[src/design/spline_reference_cost_accumulator_assert.svh]
// Assertion macros for the spline reference cost accumulator.
// Used by the top level; expects clk and rst_n in scope.
`ifndef SPLINE_REFERENCE_COST_ACCUMULATOR_ASSERT_SVH
`define SPLINE_REFERENCE_COST_ACCUMULATOR_ASSERT_SVH

// Same-cycle implication, disabled during reset.
`define SRCA_ASSERT_IMP(lbl, ante, cons) \
    lbl: assert property (@(posedge clk) disable iff (!rst_n) (ante) |-> (cons)) \
        else $error("spline cost accumulator check failed");

// Next-cycle implication, disabled during reset.
`define SRCA_ASSERT_NXT(lbl, ante, cons) \
    lbl: assert property (@(posedge clk) disable iff (!rst_n) (ante) |=> (cons)) \
        else $error("spline cost accumulator check failed");

`endif

[src/design/srca_pkg.sv]
// Shared types and constants of the spline reference cost accumulator.
// No dependencies; used by srca_mul, the top level and the testbench.
package srca_pkg;

    typedef enum logic [1:0] {
        SH_0  = 2'd0,
        SH_16 = 2'd1,
        SH_32 = 2'd2
    } shift_t;

    typedef struct packed {
        logic   start;
        shift_t sh;
    } mul_ctl_t;

    typedef struct packed {
        logic done;
        logic sat;
    } mul_sts_t;

    localparam logic [63:0] Q_MAX = 64'h7FFF_FFFF_FFFF_FFFF;
    localparam logic [63:0] Q_MIN = 64'h8000_0000_0000_0000;

endpackage

[src/design/srca_mul.sv]
// Shared 64x64 multiply with shift, truncation toward zero and saturation.
// Four 32x32 partial products over successive cycles; depends on srca_pkg.
module srca_mul (
    input  logic               clk,
    input  logic               rst_n,
    input  srca_pkg::mul_ctl_t ctl,
    input  logic signed [63:0] op_a,
    input  logic signed [63:0] op_b,
    output srca_pkg::mul_sts_t sts,
    output logic signed [63:0] product
);
    import srca_pkg::*;

    logic         busy_reg;
    logic [2:0]   cnt_reg;
    logic         done_reg;
    logic         sat_reg;
    logic         neg_reg;
    shift_t       sh_reg;
    logic [63:0]  ua_reg;
    logic [63:0]  ub_reg;
    logic [63:0]  pp_reg;
    logic [127:0] acc_reg;
    logic [63:0]  prod_reg;

    logic [31:0]  pa;
    logic [31:0]  pb;
    logic [127:0] pp_wide;
    logic [127:0] shifted;
    logic [63:0]  lim;
    logic         ovf;
    logic [63:0]  result;

    always_comb
    begin
        pa = (cnt_reg == 3'd2 || cnt_reg == 3'd3) ? ua_reg[63:32] : ua_reg[31:0];
        pb = (cnt_reg == 3'd1 || cnt_reg == 3'd3) ? ub_reg[63:32] : ub_reg[31:0];
        // align the partial product of the previous step
        if (cnt_reg == 3'd4)
        begin
            pp_wide = {pp_reg, 64'd0};
        end
        else if (cnt_reg == 3'd2 || cnt_reg == 3'd3)
        begin
            pp_wide = {32'd0, pp_reg, 32'd0};
        end
        else
        begin
            pp_wide = {64'd0, pp_reg};
        end
        unique case (sh_reg)
            SH_16:   shifted = acc_reg >> 16;
            SH_32:   shifted = acc_reg >> 32;
            default: shifted = acc_reg;
        endcase
        lim    = neg_reg ? Q_MIN : Q_MAX;
        ovf    = (|shifted[127:64]) || (shifted[63:0] > lim);
        result = ovf ? (neg_reg ? Q_MIN : Q_MAX)
                     : (neg_reg ? 64'd0 - shifted[63:0] : shifted[63:0]);
    end

    always_ff @(posedge clk or negedge rst_n)
    begin
        if (!rst_n)
        begin
            busy_reg <= 1'b0;
            cnt_reg  <= 3'd0;
            done_reg <= 1'b0;
        end
        else
        begin
            done_reg <= 1'b0;
            if (ctl.start)
            begin
                busy_reg <= 1'b1;
                cnt_reg  <= 3'd0;
            end
            else if (busy_reg)
            begin
                cnt_reg <= cnt_reg + 3'd1;
                if (cnt_reg == 3'd5)
                begin
                    busy_reg <= 1'b0;
                    done_reg <= 1'b1;
                end
            end
        end
    end

    always_ff @(posedge clk)
    begin
        if (ctl.start)
        begin
            neg_reg <= op_a[63] ^ op_b[63];
            ua_reg  <= op_a[63] ? 64'd0 - op_a : op_a;
            ub_reg  <= op_b[63] ? 64'd0 - op_b : op_b;
            sh_reg  <= ctl.sh;
            acc_reg <= 128'd0;
        end
        else if (busy_reg)
        begin
            if (cnt_reg <= 3'd3)
            begin
                pp_reg <= pa * pb;
            end
            if (cnt_reg >= 3'd1 && cnt_reg <= 3'd4)
            begin
                acc_reg <= acc_reg + pp_wide;
            end
            if (cnt_reg == 3'd5)
            begin
                prod_reg <= result;
                sat_reg  <= ovf;
            end
        end
    end

    assign sts.done = done_reg;
    assign sts.sat  = sat_reg;
    assign product  = prod_reg;

endmodule

[config.mk]
export PLATFORM = sky130hd
export DESIGN_NAME = srca_mul
export DESIGN_NICKNAME = d
export VERILOG_FILES = /design/src/design/spline_reference_cost_accumulator_assert.svh /design/src/design/srca_pkg.sv /design/src/design/srca_mul.sv
export SDC_FILE = /design/constraint.sdc
export NUM_CORES = 2
export LEC_CHECK = 0
export BUFFER_PORTS_ARGS = -buffer_cell sky130_fd_sc_hd__buf_2
export CORE_UTILIZATION = 61
export DETAILED_ROUTE_END_ITERATION = 10
export GPL_TIMING_DRIVEN = 0
export HOLD_SLACK_MARGIN = 0.12
export PLACE_DENSITY = 0.76
export SKIP_CTS_REPAIR_TIMING = 1
export SYNTH_ARGS = -nofsm -noshare
export SYNTH_HDL_FRONTEND = slang
export SYNTH_SLANG_ARGS = --single-unit
[constraint.sdc]
create_clock -name clk -period 14.5 [get_ports clk]
set_clock_uncertainty 0.1 [all_clocks]
set_input_delay 1.45 -clock clk [delete_from_list [all_inputs] [get_ports clk]]
set_output_delay 1.45 -clock clk [all_outputs]
set_load 0.01 [all_outputs]
[Word-level counts from Yosys, hierarchy flattened]
Cells that the tools add are included.
Word-level totals
  flip-flop bits (word level): 393
  input port bits: 133
Cells by class
  bitwise logic cells: 2
  eq/ne operators: 7
  reductions and logical operators: 9
  muxes and demuxes: 18
  $add $sub $neg: 5
  magnitude comparators: 4
  multipliers: 1
Operators with widths (count)
  $pmux W128 S2: 1
  $mux W64: 3
  $sub A1 B64 Y64 const A: 3
  $add A128 B128 Y128: 1
  $mux W128: 1
  $mux W63: 2
  $mux W96: 1
  $gt A64 B64 Y1: 1
  $mul A32 B32 Y64: 1
  $mux W32: 2
  $reduce_or A64 Y1: 1
  $eq A3 B2 Y1 const B: 2
  $eq A3 B3 Y1 const B: 2
  $mux W1: 6
  $mux W3: 2
  $reduce_and A3 Y1: 2
  $add A3 B1 Y3 const B: 1
  $eq A3 B1 Y1 const B: 1
  $ge A3 B1 Y1 const B: 1
  $le A3 B2 Y1 const B: 1
  $le A3 B3 Y1 const B: 1
  $logic_or A1 B1 Y1: 3
  $eq A2 B1 Y1 const B: 1
  $eq A2 B2 Y1 const B: 1
  other kinds (5): 5

[Logic depth before layout (Yosys ltp)]
  depth after elaboration: 5
  gate-level depth with buffers: 37
  mapped depth without buffers: 31

[Least setup slack after synthesis]
No wires, ideal clock.
  path type: flip-flop to flip-flop
  start point: reg cnt_reg[2]
  end point: reg pp_reg[62], data pin
  path slack: 4896 ps
  arrival: 9238 ps
  clock period less this slack: 9604 ps
  stages on the path, launching flop included: 34
  data required time: 14135 ps
  cells stage by stage: dfrtp_1 > clkbuf_1 > inv_1 > ha_1 > a21oi_1 > clkbuf_1 > mux2i_1 > clkbuf_1 > nor2_1 > fa_1 > fa_1 > fa_1 > inv_1 > fa_1 > inv_1 > fa_1 > fa_1 > fa_1 > inv_1 > fa_1 > inv_1 > ha_1 > clkbuf_1 > a21o_1 > a21o_1 > a221oi_1 > o21ai_0 > nand3_1 > o41ai_1 > a221o_1 > a41o_1 > a211oi_1 > o21ai_0 > xor2_1
Between the ends
  cells in the longest elaborated chain, start to end: 4
Ends and longest elaborated chain
  start, declared: RTL line srca_mul.sv:15  | logic [2:0] cnt_reg;
  start signal, assigned: RTL line srca_mul.sv:80  | cnt_reg <= cnt_reg + 3'd1;
  $eq A3 B2 Y1, or another cell as far along: RTL line srca_mul.sv:36  | pa = (cnt_reg == 3'd2 || cnt_reg == 3'd3) ? ua_reg[63:32] : ua_reg[31:0];
  $logic_or A1 B1 Y1, on equally long branches: RTL line srca_mul.sv:36, srca_mul.sv:37
  $mux W32, on equally long branches: RTL line srca_mul.sv:36, srca_mul.sv:37
  $mul A32 B32 Y64 *: RTL line srca_mul.sv:104  | pp_reg <= pa * pb;
  end signal, assigned: RTL line srca_mul.sv:104
  end, declared: RTL line srca_mul.sv:22  | logic [63:0] pp_reg;
Every way passes the cells marked *; elsewhere a longest branch is shown, timed or not.
A chain may end at the register's enable or synchronous reset.

[Final worst setup path]
  start point: reg cnt_reg[2]
  end point: reg pp_reg[63], data pin
The elaborated chain is that of the path after synthesis.

==> flow_metrics.env <==
export IMPL_outcome="complete, but fails checks"
export IMPL_failed_checks="capacitance limit, slew limit"
export IMPL_viasPerCell=6.538
export IMPL_grt_usage=0.4997
export IMPL_overflow_after_grt=0
export IMPL_largest_reg_flops=128
export IMPL_most_common_layout_cells="sky130_fd_sc_hd__nand2_1 (1122), sky130_fd_sc_hd__inv_1 (956), sky130_fd_sc_hd__fa_1 (897)"
export IMPL_async_reset_ff_frac=0.01272
export IMPL_timing_hold_worst_path_depth=2
export IMPL_ys_warnings_count=0
export IMPL_netlist_cell_type_count=94
export IMPL_yosys_area_share_simple=0.1743
export IMPL_final_period_minus_worst_setup_slack_ps=14170
export IMPL_yosys_most_used_dff="sky130_fd_sc_hd__edfxtp_1"
export IMPL_critPathLaunch="cnt_reg[2]$_DFFE_PN0P_"
export IMPL_dpl_hpwl_mm=211.3
export IMPL_synth_yosys_seq_area_share=0.1671
export IMPL_multi_input_area_sq_um=47270
export IMPL_mux_cell_area_share_after_synthesis=0.01733
export IMPL_placement_rows=117
export IMPL_num_io_pins=199
export IMPL_slew_limit_headroom=-0.06535
export IMPL_mostFrequentLayoutCell="sky130_fd_sc_hd__nand2_1"
export IMPL_synth_edf_count=260
export IMPL_remaining_drcs=0
export IMPL_criticalPathCategory="flip-flop to flip-flop"
export IMPL_route_antenna_remaining_nets=0
export IMPL_die_y_microns=322.8
export IMPL_initial_utilization=0.6163
export IMPL_worstPathRequired_ps=14820
export IMPL_slew_viol_final=25
export IMPL_yosys_area_share_xor_xnor=0.04087
export IMPL_nNetsFinal=9195
export IMPL_path_max_fanout=10
export IMPL_critical_path_slowest_cell="sky130_fd_sc_hd__buf_1"
export IMPL_synth_compound_area_share=0.1401
export IMPL_clock_sinks=393
export IMPL_numPortBuffers=197
export IMPL_grt_max_degree=104
export IMPL_cts_tree="done"
export IMPL_detail_route_wl_per_cell_microns=28.53
export IMPL_final_fill_count=8424
export IMPL_ys_seq_elements=393
export IMPL_clockBufferDepth=3
export IMPL_clkTransAtPathRegs_ps=60
export IMPL_final_hold_violation_count=0
export IMPL_grt_antenna_before_repair=15
export IMPL_final_period_utilization=0.9774
export IMPL_area_sequential_sq_um=10500
export IMPL_netlist_area_sq_um=62800
export IMPL_detail_route_first_pass_iterations=9
export IMPL_die_width_microns=322.8
export IMPL_dr_first_iter_drc_count=6907
export IMPL_worst_endpoint_arrival_ps=14490
export IMPL_die_area_sq_um=104200
export IMPL_tightestPinTransition_ps=1554
export IMPL_core_area_sq_um=101900
export IMPL_clock_tree_root_cell="sky130_fd_sc_hd__clkbuf_16"
export IMPL_worst_hold_path_type="flip-flop to flip-flop"
export IMPL_hp_start="acc_reg[122]$_SDFFE_PP0P_"
export IMPL_drv_max_cap_violation_count=6
export IMPL_setup_tns_ps=0
export IMPL_path_common_cell="sky130_fd_sc_hd__fa_1"
export IMPL_grt_setup_unrepaired="no"
export IMPL_r2r_cells=35
export IMPL_critPathCaptureType="flip-flop"
export IMPL_gp_routability_congestion=1.145
export IMPL_syn_area_per_cell_sq_um=8.450
export IMPL_cts_htree_levels=2
export IMPL_grt_pass1_vias=58700
export IMPL_clock_insertion_delay_worst_skew_ps=690
export IMPL_cpPeakStageDelay_ps=970
export IMPL_setup_violations=0
export IMPL_total_cts_buffers=44
export IMPL_routed_wirelength_mm=259.9
export IMPL_synth_top_family_by_area="adder cells"
export IMPL_timing_fmax_ghz=0.07056
export IMPL_wire_length_of_the_first_global_routing_pass_mm=374.9
export IMPL_worst_setup_path_start_kind="flip-flop"
export IMPL_dr_total_vias=59570
export IMPL_area_growth_syn_to_layout_pct=7.522
export IMPL_layout_drive_gt1_share=0.05482
export IMPL_synth_adder_area_share=0.3784
export IMPL_synth_cells=7431
export IMPL_worstReg2RegStart="cnt_reg[2]$_DFFE_PN0P_"
export IMPL_postSynthNetCount=8925
[worst max-delay path, delay by kind of cell (launching register included)]
family	cells	cell delay, ps
DFF	1	350
and+or+nand+nor	5	940
xor gates and xnor gates	1	130
buffers and inverters	10	4270
AOI/OAI and AO/OA	9	3720
adders and majority gates	10	4350
[metal layers]
metal / vias to the layer above / global-route usage / routed length (microns)
met4: 20 / 0.4621 / 30340
li1: 25070 / - / -
met2: 4755 / 0.7700 / 111800
met5: - / 0.0004630 / 219
met3: 1458 / 0.1592 / 32460
met1: 28270 / 0.5499 / 85130
[layout make-up]
cell class	count	share of cell area
clock buffer	48	0.01668
sequential	393	0.1554
antenna	8	0.0002965
buffer	402	0.02276
clock inverter	32	0.005726
timing repair buffer	225	0.02038
multi-input combinational	5676	0.7001
inverter	959	0.05331
tap	1368	0.02535
[path summary, 6_finish.rpt]
path	end	slack [ps]
setup / recovery	pp_reg[63]$_DFFE_PP_	330
hold / removal	acc_reg[122]$_SDFFE_PP0P_	370
setup reg to reg	pp_reg[63]$_DFFE_PP_	330
hold reg to reg	acc_reg[122]$_SDFFE_PP0P_	370
max in group asynchronous	cnt_reg[0]$_DFFE_PN0P_	13680
min in group asynchronous	done_reg$_DFF_PN0_	480
[synthesized netlist by cell type, types with 18 or more instances]
cell type                     n  area, sq um
sky130_fd_sc_hd__a21boi_0    18        135.1
sky130_fd_sc_hd__nand4_1    107        669.4
sky130_fd_sc_hd__o31ai_1     52        390.4
sky130_fd_sc_hd__mux2i_1     75        750.7
sky130_fd_sc_hd__nand3_1     70        350.3
sky130_fd_sc_hd__or4_1       24        180.2
sky130_fd_sc_hd__o41ai_1     28        245.2
sky130_fd_sc_hd__buf_1       33        123.9
sky130_fd_sc_hd__ha_1       464         5806
sky130_fd_sc_hd__a21o_1     181         1359
sky130_fd_sc_hd__a21oi_1    458         2292
sky130_fd_sc_hd__clkbuf_1   354         1329
sky130_fd_sc_hd__nor4_1      47        294.0
sky130_fd_sc_hd__dfxtp_1    128         2562
sky130_fd_sc_hd__or3_1       35        219.0
sky130_fd_sc_hd__xnor2_1    212         1857
sky130_fd_sc_hd__edfxtp_1   260         7807
sky130_fd_sc_hd__inv_1      956         3588
sky130_fd_sc_hd__a31oi_1     30        187.7
sky130_fd_sc_hd__o21a_1      45        337.8
sky130_fd_sc_hd__o21ai_0    299         1496
sky130_fd_sc_hd__nand2b_1    38        237.7
sky130_fd_sc_hd__nor3_1      55        275.3
sky130_fd_sc_hd__nor2b_1     24        150.1
sky130_fd_sc_hd__nor2_1     818         3070
sky130_fd_sc_hd__nand2_1   1122         4212
sky130_fd_sc_hd__and3_1      92        575.6
sky130_fd_sc_hd__a22oi_1     66        495.5
sky130_fd_sc_hd__or2_2       18        112.6
sky130_fd_sc_hd__o21bai_1    52        390.4
sky130_fd_sc_hd__xor2_1      81        709.4
sky130_fd_sc_hd__fa_1       897        17960
sky130_fd_sc_hd__mux2_2      30        337.8
[logic make-up (layout without fill, tap and decap cells)]
| logic type | after synthesis | after routing |
|---|---|---|
| mux | 105 | 105 |
| xor+xnor | 293 | 293 |
| fa+ha+maj | 1361 | 1361 |
| other cells | 0 | 8 |
| compound gates | 1400 | 1400 |
| simple gates | 2517 | 2517 |
| buf+inv | 1362 | 1666 |
| flops | 393 | 393 |
[metrics by stage]
stage,setup slack (ps),utilization,hold WS [ps],cells,cell area (sq um)
final,328.3,0.6627,372.9,9111,67520
after global routing,242.1,0.6625,388.6,9103,67500
after CTS,866.7,0.6624,370.3,9104,67490
after detailed placement,900.0,0.6476,361.5,9024,65980
after global placement,672.8,0.6428,355.5,8996,65490
after floorplan,4896,-,339.4,7431,62800
Power is not shown: default switching activity piles up to over one toggle a cycle in this logic, so the estimate is an artifact.
